===== src/rtl/core/swam_pkg.sv =====
// Package of the sensor window average monitor: sizes, codes and shared types.
// No dependencies.
package swam_pkg;

  localparam int MAX_SENSORS = 16;
  localparam int WINDOW_LEN  = 5;

  localparam int IDX_W     = (MAX_SENSORS > 1) ? $clog2(MAX_SENSORS) : 1;
  localparam int USED_W    = $clog2(MAX_SENSORS + 1);
  localparam int PTR_W     = (WINDOW_LEN > 1) ? $clog2(WINDOW_LEN) : 1;
  localparam int FILL_W    = $clog2(WINDOW_LEN + 1);
  localparam int WIN_DEPTH = MAX_SENSORS * WINDOW_LEN;
  localparam int WADDR_W   = (WIN_DEPTH > 1) ? $clog2(WIN_DEPTH) : 1;
  localparam int SUM_W     = 17 + $clog2(WINDOW_LEN);
  localparam int ALU_W     = SUM_W + 1;
  localparam int DCNT_W    = $clog2(SUM_W);

  localparam int DATA_W    = 16;
  localparam int FILLED_W  = 5;
  localparam int STATUS_W  = 3;

  localparam logic [15:0] COLD_RESET = 16'd2560;
  localparam logic [15:0] HOT_RESET  = 16'd6400;

  // Register index taken from paddr[2].
  localparam logic CFG_COLD = 1'b0;
  localparam logic CFG_HOT  = 1'b1;

  localparam logic FUNC_REGISTER = 1'b0;
  localparam logic FUNC_SAMPLE   = 1'b1;

  typedef enum logic [STATUS_W-1:0] {
    STAT_REGISTERED = 3'd0,
    STAT_FULL       = 3'd1,
    STAT_IN_RANGE   = 3'd2,
    STAT_COLD       = 3'd3,
    STAT_HOT        = 3'd4,
    STAT_UNKNOWN    = 3'd5
  } status_e;

  typedef enum logic [7:0] {
    ST_IDLE   = 8'b0000_0001,
    ST_SEARCH = 8'b0000_0010,
    ST_WRITE  = 8'b0000_0100,
    ST_READ   = 8'b0000_1000,
    ST_ABS    = 8'b0001_0000,
    ST_DIV    = 8'b0010_0000,
    ST_SIGN   = 8'b0100_0000,
    ST_DONE   = 8'b1000_0000
  } state_e;

  typedef enum logic {
    ALU_ADD = 1'b0,
    ALU_SUB = 1'b1
  } alu_op_e;

  typedef struct packed {
    alu_op_e          op;
    logic [ALU_W-1:0] a;
    logic [ALU_W-1:0] b;
  } alu_req_t;

endpackage


===== src/rtl/core/sensor_window_average_monitor.sv =====
// Channel    | dir | handshake                  | payload
// -----------+-----+----------------------------+----------------------------------------
// s_axis     | in  | s_axis_tvalid/tready       | tuser: func; tdata: id, room, sample
// m_axis     | out | m_axis_tvalid/tready       | tuser: status; tdata: room, avg, filled
// apb        | in  | psel, penable, pready = 1  | 0x0 cold_limit, 0x4 hot_limit
//
// In a sample request the id search steps one entry a cycle, the window sum reads
// one sample a cycle from the window memory, and the restoring divider makes one
// quotient bit a cycle; the window sum and the divider share the one adder.
// An unknown id ends the request once the search passes the used entries.
// Reset clears the table count, fill counts and write pointers and loads the
// default limits; no clearing pass runs.
// The input stays not ready from accept until the result is loaded into the output
// register; a result waiting there holds the next request only once its result is ready.
// Top level of the sensor window average monitor.
// Depends on swam_pkg, swam_alu and swam_win_ram.
module sensor_window_average_monitor import swam_pkg::*; (
  input  logic        clk_i,
  input  logic        rst_ni,
  // slave side
  input  logic        s_axis_tvalid,
  output logic        s_axis_tready,
  input  logic [47:0] s_axis_tdata,   // [15:0] sid, [31:16] room_number, [47:32] sample
  input  logic [0:0]  s_axis_tuser,   // [0] func
  // master side
  output logic        m_axis_tvalid,
  input  logic        m_axis_tready,
  output logic [39:0] m_axis_tdata,   // [15:0] room_of_sensor, [31:16] average,
                                      // [36:32] filled, [39:37] zero
  output logic [2:0]  m_axis_tuser,   // [2:0] status
  // configuration
  input  logic        psel,
  input  logic        penable,
  input  logic        pwrite,
  input  logic [2:0]  paddr,
  input  logic [31:0] pwdata,
  output logic [31:0] prdata,
  output logic        pready
);

  state_e state_q;

  // configuration registers
  logic [15:0] cold_q, hot_q;

  // sensor table
  logic [DATA_W-1:0] id_table_q   [MAX_SENSORS];
  logic [DATA_W-1:0] room_table_q [MAX_SENSORS];
  logic [FILL_W-1:0] fill_q       [MAX_SENSORS];
  logic [PTR_W-1:0]  ptr_q        [MAX_SENSORS];
  logic [USED_W-1:0] used_q;

  // request and working registers
  logic [DATA_W-1:0] sid_q, sample_q;
  logic [USED_W-1:0] idx_q;
  logic [IDX_W-1:0]  e_q;
  logic [FILL_W-1:0] n_q, k_q, rem_q;
  logic              rd_pend_q;
  logic [SUM_W-1:0]  acc_q, dvd_q;
  logic              neg_q;
  logic [DCNT_W-1:0] cnt_q;

  // result staging and output register
  status_e           res_status_q, out_status_q;
  logic [DATA_W-1:0] res_room_q, res_avg_q, out_room_q, out_avg_q;
  logic [FILL_W-1:0] res_filled_q, out_filled_q;
  logic              out_valid_q;

  // unpacked input fields
  logic              in_func;
  logic [DATA_W-1:0] in_sid, in_room, in_sample;
  assign in_func   = s_axis_tuser[0];
  assign in_sid    = s_axis_tdata[15:0];
  assign in_room   = s_axis_tdata[31:16];
  assign in_sample = s_axis_tdata[47:32];

  logic in_fire, out_fire, cfg_wr, out_load, table_full;
  assign s_axis_tready = (state_q == ST_IDLE);
  assign in_fire       = s_axis_tvalid && s_axis_tready;
  assign out_fire      = out_valid_q && m_axis_tready;
  assign out_load      = (state_q == ST_DONE) && (!out_valid_q || m_axis_tready);
  assign table_full    = (used_q >= USED_W'(MAX_SENSORS));

  assign pready = 1'b1;
  assign cfg_wr = psel && penable && pwrite && pready;
  assign prdata = {16'b0, (paddr[2] == CFG_HOT) ? hot_q : cold_q};

  // ------------------------------------------------------------------
  // Search, window bookkeeping
  // ------------------------------------------------------------------
  logic              search_miss, search_hit;
  logic [FILL_W-1:0] fill_e, n_new;
  logic [PTR_W-1:0]  ptr_e, ptr_nxt;

  assign search_miss = (idx_q >= used_q);
  assign search_hit  = !search_miss && (id_table_q[idx_q[IDX_W-1:0]] == sid_q);
  assign fill_e      = fill_q[e_q];
  assign ptr_e       = ptr_q[e_q];
  assign n_new       = (fill_e < FILL_W'(WINDOW_LEN)) ? fill_e + FILL_W'(1)
                                                      : FILL_W'(WINDOW_LEN);
  assign ptr_nxt     = (ptr_e == PTR_W'(WINDOW_LEN - 1)) ? '0 : ptr_e + PTR_W'(1);

  // ------------------------------------------------------------------
  // Window memory
  // ------------------------------------------------------------------
  logic              ram_we;
  logic [WADDR_W-1:0] ram_waddr, ram_raddr;
  logic [DATA_W-1:0] ram_rdata;

  assign ram_we    = (state_q == ST_WRITE);
  assign ram_waddr = WADDR_W'(int'(e_q) * WINDOW_LEN + int'(ptr_e));
  assign ram_raddr = WADDR_W'(int'(e_q) * WINDOW_LEN + int'(k_q));

  swam_win_ram u_ram (
    .clk_i   (clk_i),
    .we_i    (ram_we),
    .waddr_i (ram_waddr),
    .wdata_i (sample_q),
    .raddr_i (ram_raddr),
    .rdata_o (ram_rdata)
  );

  // ------------------------------------------------------------------
  // Shared adder: accumulate, absolute value, divide step, sign restore
  // ------------------------------------------------------------------
  alu_req_t          alu_req;
  logic [ALU_W-1:0]  alu_res;
  logic [FILL_W:0]   rem_shift;

  assign rem_shift = {rem_q, dvd_q[SUM_W-1]};

  always_comb begin
    alu_req = '{op: ALU_ADD, a: '0, b: '0};
    unique case (state_q)
      ST_READ: begin
        alu_req.op = ALU_ADD;
        alu_req.a  = {{(ALU_W-SUM_W){acc_q[SUM_W-1]}}, acc_q};
        alu_req.b  = {{(ALU_W-DATA_W){ram_rdata[DATA_W-1]}}, ram_rdata};
      end
      ST_ABS: begin
        alu_req.op = ALU_SUB;
        alu_req.b  = {{(ALU_W-SUM_W){acc_q[SUM_W-1]}}, acc_q};
      end
      ST_DIV: begin
        alu_req.op = ALU_SUB;
        alu_req.a  = ALU_W'(rem_shift);
        alu_req.b  = ALU_W'(n_q);
      end
      ST_SIGN: begin
        alu_req.op = ALU_SUB;
        alu_req.b  = ALU_W'(dvd_q);
      end
      default: ;
    endcase
  end

  swam_alu u_alu (
    .req_i (alu_req),
    .res_o (alu_res)
  );

  logic              div_take;
  logic [DATA_W-1:0] avg_final;
  assign div_take  = !alu_res[ALU_W-1];
  assign avg_final = neg_q ? alu_res[DATA_W-1:0] : dvd_q[DATA_W-1:0];

  // ------------------------------------------------------------------
  // Control state
  // ------------------------------------------------------------------
  always_ff @(posedge clk_i or negedge rst_ni) begin
    if (!rst_ni) begin
      state_q     <= ST_IDLE;
      cold_q      <= COLD_RESET;
      hot_q       <= HOT_RESET;
      used_q      <= '0;
      out_valid_q <= 1'b0;
      rd_pend_q   <= 1'b0;
      for (int i = 0; i < MAX_SENSORS; i++) begin
        fill_q[i] <= '0;
        ptr_q[i]  <= '0;
      end
    end else begin
      if (cfg_wr) begin
        if (paddr[2] == CFG_COLD) cold_q <= pwdata[15:0];
        else                      hot_q  <= pwdata[15:0];
      end

      if (out_load)      out_valid_q <= 1'b1;
      else if (out_fire) out_valid_q <= 1'b0;

      unique case (state_q)
        ST_IDLE: begin
          if (in_fire) begin
            if (in_func == FUNC_SAMPLE) begin
              state_q <= ST_SEARCH;
            end else begin
              // append a new entry unless the table is full
              if (!table_full) begin
                fill_q[used_q[IDX_W-1:0]] <= '0;
                ptr_q[used_q[IDX_W-1:0]]  <= '0;
                used_q                    <= used_q + USED_W'(1);
              end
              state_q <= ST_DONE;
            end
          end
        end
        ST_SEARCH: begin
          if (search_miss)     state_q <= ST_DONE;
          else if (search_hit) state_q <= ST_WRITE;
        end
        ST_WRITE: begin
          fill_q[e_q] <= n_new;
          ptr_q[e_q]  <= ptr_nxt;
          rd_pend_q   <= 1'b0;
          state_q     <= ST_READ;
        end
        ST_READ: begin
          rd_pend_q <= (k_q < n_q);
          if (k_q == n_q && !rd_pend_q) state_q <= ST_ABS;
        end
        ST_ABS:  state_q <= ST_DIV;
        ST_DIV: begin
          if (cnt_q == DCNT_W'(SUM_W - 1)) state_q <= ST_SIGN;
        end
        ST_SIGN: state_q <= ST_DONE;
        ST_DONE: begin
          if (out_load) state_q <= ST_IDLE;
        end
        default: state_q <= ST_IDLE;
      endcase
    end
  end

  // ------------------------------------------------------------------
  // Payload registers
  // ------------------------------------------------------------------
  always_ff @(posedge clk_i) begin
    if (out_load) begin
      out_status_q <= res_status_q;
      out_room_q   <= res_room_q;
      out_avg_q    <= res_avg_q;
      out_filled_q <= res_filled_q;
    end

    unique case (state_q)
      ST_IDLE: begin
        if (in_fire) begin
          sid_q        <= in_sid;
          sample_q     <= in_sample;
          idx_q        <= '0;
          res_room_q   <= '0;
          res_avg_q    <= '0;
          res_filled_q <= '0;
          res_status_q <= table_full ? STAT_FULL : STAT_REGISTERED;
          if (in_func == FUNC_REGISTER && !table_full) begin
            id_table_q[used_q[IDX_W-1:0]]   <= in_sid;
            room_table_q[used_q[IDX_W-1:0]] <= in_room;
          end
        end
      end
      ST_SEARCH: begin
        if (search_miss) begin
          res_status_q <= STAT_UNKNOWN;
        end else if (search_hit) begin
          e_q <= idx_q[IDX_W-1:0];
        end else begin
          idx_q <= idx_q + USED_W'(1);
        end
      end
      ST_WRITE: begin
        n_q        <= n_new;
        k_q        <= '0;
        acc_q      <= '0;
        res_room_q <= room_table_q[e_q];
      end
      ST_READ: begin
        if (k_q < n_q) k_q <= k_q + FILL_W'(1);
        if (rd_pend_q) acc_q <= alu_res[SUM_W-1:0];
      end
      ST_ABS: begin
        // divide the magnitude, restore the sign afterwards
        neg_q <= acc_q[SUM_W-1];
        dvd_q <= acc_q[SUM_W-1] ? alu_res[SUM_W-1:0] : acc_q;
        rem_q <= '0;
        cnt_q <= '0;
      end
      ST_DIV: begin
        rem_q <= div_take ? alu_res[FILL_W-1:0] : rem_shift[FILL_W-1:0];
        dvd_q <= {dvd_q[SUM_W-2:0], div_take};
        cnt_q <= cnt_q + DCNT_W'(1);
      end
      ST_SIGN: begin
        res_avg_q    <= avg_final;
        res_filled_q <= n_q;
        if ($signed(avg_final) > $signed(hot_q))       res_status_q <= STAT_HOT;
        else if ($signed(avg_final) < $signed(cold_q)) res_status_q <= STAT_COLD;
        else                                           res_status_q <= STAT_IN_RANGE;
      end
      default: ;
    endcase
  end

  assign m_axis_tvalid = out_valid_q;
  assign m_axis_tuser  = out_status_q;
  assign m_axis_tdata  = {3'b000, FILLED_W'(out_filled_q), out_avg_q, out_room_q};

endmodule


===== src/rtl/core/swam_alu.sv =====
// Shared add/subtract unit of the window average monitor.
// Depends on swam_pkg.
module swam_alu import swam_pkg::*; (
  input  alu_req_t         req_i,
  output logic [ALU_W-1:0] res_o
);

  always_comb begin
    unique case (req_i.op)
      ALU_ADD: res_o = req_i.a + req_i.b;
      ALU_SUB: res_o = req_i.a - req_i.b;
      default: res_o = '0;
    endcase
  end

endmodule


===== src/rtl/core/swam_win_ram.sv =====
// Sample window memory: one write port, one registered read port.
// Depends on swam_pkg.
module swam_win_ram import swam_pkg::*; (
  input  logic               clk_i,
  input  logic               we_i,
  input  logic [WADDR_W-1:0] waddr_i,
  input  logic [DATA_W-1:0]  wdata_i,
  input  logic [WADDR_W-1:0] raddr_i,
  output logic [DATA_W-1:0]  rdata_o
);

  logic [DATA_W-1:0] mem_q [WIN_DEPTH];
  logic [DATA_W-1:0] rdata_q;

  always_ff @(posedge clk_i) begin
    if (we_i) begin
      mem_q[waddr_i] <= wdata_i;
    end
    rdata_q <= mem_q[raddr_i];
  end

  assign rdata_o = rdata_q;

endmodule


===== config.mk =====
export PLATFORM = sky130hd
export DESIGN_NAME = sensor_window_average_monitor
export DESIGN_NICKNAME = d
export VERILOG_FILES = /design/src/rtl/core/swam_pkg.sv /design/src/rtl/core/sensor_window_average_monitor.sv /design/src/rtl/core/swam_alu.sv /design/src/rtl/core/swam_win_ram.sv
export SDC_FILE = /design/constraint.sdc
export NUM_CORES = 2
export LEC_CHECK = 0
export ABC_AREA = 1
export BUFFER_PORTS_ARGS = -buffer_cell sky130_fd_sc_hd__buf_4
export CAP_MARGIN = 15
export CORE_AREA = 2 2 448 450
export DETAILED_ROUTE_END_ITERATION = 8
export DIE_AREA = 0 0 450 452
export GPL_ROUTABILITY_DRIVEN = 1
export GPL_TIMING_DRIVEN = 0
export PLACE_DENSITY_LB_ADDON = 0.05
export REMOVE_ABC_BUFFERS = 1
export SYNTH_ARGS = -nofsm -noshare
export SYNTH_HDL_FRONTEND = slang
export SYNTH_SLANG_ARGS = --single-unit

===== constraint.sdc =====
create_clock -name clk_i -period 4.91 [get_ports clk_i]
set_clock_uncertainty 0.2 [all_clocks]
set_input_delay 0.491 -clock clk_i [delete_from_list [all_inputs] [get_ports clk_i]]
set_output_delay 0.491 -clock clk_i [all_outputs]
set_load 0.05 [all_outputs]

==> results.sh <==
export IMPL_synthFlopType="edfxtp_1"
export IMPL_hold_viol_final=0
export IMPL_setup_ws_ns=-0.413
export IMPL_clockRootBuffer="clkbuf_16"
export IMPL_drv_cap=0
export IMPL_post_route_period_util_pct=108
export IMPL_drive_above_1_share_pct=14.6
export IMPL_num_io_pins=169
export IMPL_crit_path_max_fanout=7
export IMPL_synth_seq_cells=2131
export IMPL_antenna_left=0
export IMPL_slew_headroom_pct=16.9
export IMPL_peakVddDrop_mv=0.396
export IMPL_netlist_area_um2=89100
export IMPL_dp_cells=9897
export IMPL_final_cells=10500
export IMPL_cts_htree_levels=4
export IMPL_hp_class="in2async"
export IMPL_status="finished, violations left"
export IMPL_start_util_pct=44.9
export IMPL_setup_violations_final=3
export IMPL_path_buf_inv=5
export IMPL_met3_usage_pct=2.81
export IMPL_fin_util_pct=53.8
export IMPL_dr_total_vias=58600
export IMPL_fin_area_um2=107000
export IMPL_use_met2_pct=36.7
export IMPL_seq_area_frac_synth_pct=70.8
export IMPL_syn_instance_count=7316
export IMPL_wl_per_cell_um=23.5
export IMPL_clockBufferDepth=3
export IMPL_p_leak_nw=38.2
export IMPL_gr_total_overflow=0
export IMPL_crit_type="reg2reg"
export IMPL_async_flop_share_pct=6.71
export IMPL_drc_errors=0
export IMPL_critPathLaunchType="flop"
export IMPL_synth_edf_count=1964
export IMPL_antenna_found_initial=12
export IMPL_p_per_area_nw_per_um2=391
export IMPL_vias_per_cell=5.57
export IMPL_cts_made_buffers=222
export IMPL_grt_max_degree=140
export IMPL_grt_pass1_wl_mm=366
export IMPL_crit_family="compound AO/OA/AOI/OAI gates"
export IMPL_core_area_um2=199000
export IMPL_busiest_layer="met2"
export IMPL_end_kind="flop"
export IMPL_nNetsFinal=7854
export IMPL_dp_slack_ns=-3.00
export IMPL_arrival_ns=5.69
export IMPL_portBuffers=128
export IMPL_clock_latency_ns=0.87
export IMPL_worst_slew_pin_slew_ns=1.24
export IMPL_slew_violations=0
export IMPL_hold_worst_slack_ns=0.0160
export IMPL_post_route_min_period_ns=5.32
export IMPL_yosysWarnings=0
export IMPL_use_met1_pct=35.7
export IMPL_cts_tree="built"
export IMPL_area_growth_pct=20.0
export IMPL_drtIter0Drc=5864
export IMPL_syn_area_per_cell_um2=12.2
export IMPL_synth_cell_type_count=64
export IMPL_drtPass1Iterations=5
export IMPL_die_area_um2=203000
export IMPL_max_stage_delay_ns=0.57
export IMPL_grt_util_all_layers_pct=23.9
export IMPL_fmax_mhz=188
export IMPL_cts_sinks=2131
export IMPL_rows=164
export IMPL_clkTransAtPathRegs_ns=0.06
export IMPL_fillerInstances=16900
export IMPL_die_x_um=450
export IMPL_rsz0062_at_grt="yes"
export IMPL_violations="setup timing"
export IMPL_placed_cell_area_um2=96500
export IMPL_gp_congestion=0.851
export IMPL_slowest_stage="dfstp_2"
export IMPL_worstPathRequired_ns=5.28
export IMPL_grt_pass1_vias=56300
export IMPL_routed_wl_mm=248
export IMPL_dpl_hpwl_mm=150
export IMPL_die_h_um=452
per-stage QoR:
step | total power, mW | TNS [ns]
6_report | 41.8 | -1.11
5_1_grt | 43.2 | -2.94
4_1_cts | 42.1 | -1.64
3_5_place_dp | 25.6 | -1337.42
3_3_place_gp | 25.2 | -4663.03
2_1_floorplan | 23.6 | -391.66
layout by cell type, fill, tap and decap left out, types with 13 or more instances in the layout:
| cell | instances |
|---|---|
| a21oi_1 | 156 |
| a31oi_1 | 22 |
| buf_12 | 48 |
| buf_16 | 102 |
| buf_4 | 233 |
| buf_6 | 22 |
| buf_8 | 77 |
| bufinv_16 | 14 |
| clkbuf_1 | 46 |
| clkbuf_16 | 225 |
| clkinv_1 | 54 |
| clkinv_2 | 40 |
| conb_1 | 22 |
| dfrtp_1 | 137 |
| dfxtp_1 | 18 |
| dlygate4sd3_1 | 69 |
| edfxtp_1 | 1964 |
| ha_1 | 73 |
| inv_1 | 397 |
| inv_2 | 19 |
| mux2i_1 | 128 |
| nand2_1 | 831 |
| nand2_2 | 25 |
| nand2_4 | 26 |
| nand3_1 | 374 |
| nand3_2 | 36 |
| nand4_1 | 13 |
| nor2_1 | 1122 |
| nor2_2 | 37 |
| nor2_4 | 90 |
| nor3_1 | 14 |
| o211ai_1 | 75 |
| o21ai_0 | 679 |
| o21ai_1 | 37 |
| o221ai_1 | 55 |
| o22ai_1 | 112 |
| o32ai_1 | 240 |
| xnor2_1 | 13 |
| xor2_1 | 19 |
Yosys cell counts, types with 3 or more instances:
cell type	number	share of area, %
nand2_1	869	3.7
a22oi_1	12	0.10
buf_6	14	0.18
xnor2_1	19	0.19
dfxtp_1	24	0.54
nor3_1	22	0.12
nand3_2	6	0.067
nand2_4	5	0.063
edfxtp_1	1964	66
inv_2	20	0.084
o31ai_1	11	0.093
nand4_1	13	0.091
o21a_1	5	0.042
nor2_1	1231	5.2
a211oi_1	4	0.034
o32ai_1	240	2.4
o21bai_1	3	0.025
fa_1	4	0.090
o221ai_1	55	0.54
o22ai_1	113	0.79
ha_1	81	1.1
xor2_1	28	0.28
nand2_2	12	0.084
inv_1	407	1.7
o31ai_4	4	0.095
buf_2	99	0.56
a21oi_1	167	0.94
dfrtp_1	137	3.8
nor2_2	10	0.070
o21ai_0	697	3.9
o21ai_1	31	0.17
dfstp_2	6	0.18
buf_4	33	0.28
o41ai_4	4	0.12
clkbuf_1	260	1.1
nand3_1	404	2.3
o211ai_1	75	0.63
nor2_4	7	0.088
buf_1	37	0.16
mux2i_1	128	1.4
a31oi_1	22	0.15
worst paths after layout:
path / start / end / slack (ns) / depth (start not counted)
max reg2reg: state_q[0] / res_status_q[0] / -0.41 / 32
max in group asynchronous: rst_ni / used_q[3] / 3.60 / 3
min: rst_ni / cold_q[8] / 0.02 / 2
min in group clk_i: s_axis_tdata[32] / sample_q[0] / 0.15 / 2
max: state_q[0] / res_status_q[0] / -0.41 / 32
min reg2reg: res_avg_q[13] / out_avg_q[13] / 0.22 / 0
per-layer routing:
layer	vias to the layer above	routed length, um
li1	27100	-
met1	29400	116000
met2	1672	113000
met3	361	12700
met4	12	6250
met5	-	70
state kept, by name, indices dropped and copies added, names as in the netlist, 20 cells and up, named ones only:
| signal | cells |
|---|---|
| acc_q | 20 |
| dvd_q | 20 |
| fill_q | 48 |
| id_table_q | 256 |
| ptr_q | 48 |
| room_table_q | 256 |
| u_ram.mem_q | 1280 |
layout make-up:
type                    instances  area, um2  area share, %
flip-flops and latches       2131      63100           59.0
well taps                    2656       3320           3.11
inverters                     432       1710           1.60
repair buffers                553       7650           7.16
clock buffers                 279       5910           5.53
clock inverters               127       1050          0.980
multi-input cells            4336      24200           22.6
diodes                          3       7.51        0.00702
repair inverters                2       12.5         0.0117
repair_timing:
action	in CTS	in global routing
gates cloned	8	1
setup buffers	93	42
hold buffers	69	0
pin swaps	71	51
endpoints found under the setup margin	1356	1300
endpoints found under the hold margin	711	0
gates resized for setup	230	60
worst reg2reg max path, delay by kind of cell (launching register included):
| family | cells | cell delay [ns] |
|---|---|---|
| AOI/OAI and AO/OA | 9 | 1.38 |
| and+or+nand+nor | 13 | 1.33 |
| buffers and inverters | 5 | 0.44 |
| adders and majority gates | 3 | 0.73 |
| xor gates and xnor gates | 2 | 0.37 |
| DFF | 1 | 0.57 |
cell families after synthesis:
logic type | Yosys count | share of synthesized area [%]
AO/OA/AOI/OAI | 1454 | 10.1
XOR/XNOR | 47 | 0.462
adder cells (fa/ha/maj) | 85 | 1.23
buffers and inverters | 875 | 4.09
flip-flops | 2131 | 70.8
multiplexers | 128 | 1.44
other | 2 | 0.00843
AND/OR/NAND/NOR | 2594 | 11.9
report_power, final:
group | switching (mW) | total, mW | internal [mW]
clock | 7.02 | 16.2 | 9.22
combinational | 2.95 | 4.43 | 1.47
sequential | 0.434 | 21.1 | 20.7
total | 10.4 | 41.8 | 31.4
No activity file was read; power rests on OpenSTA's default activity.
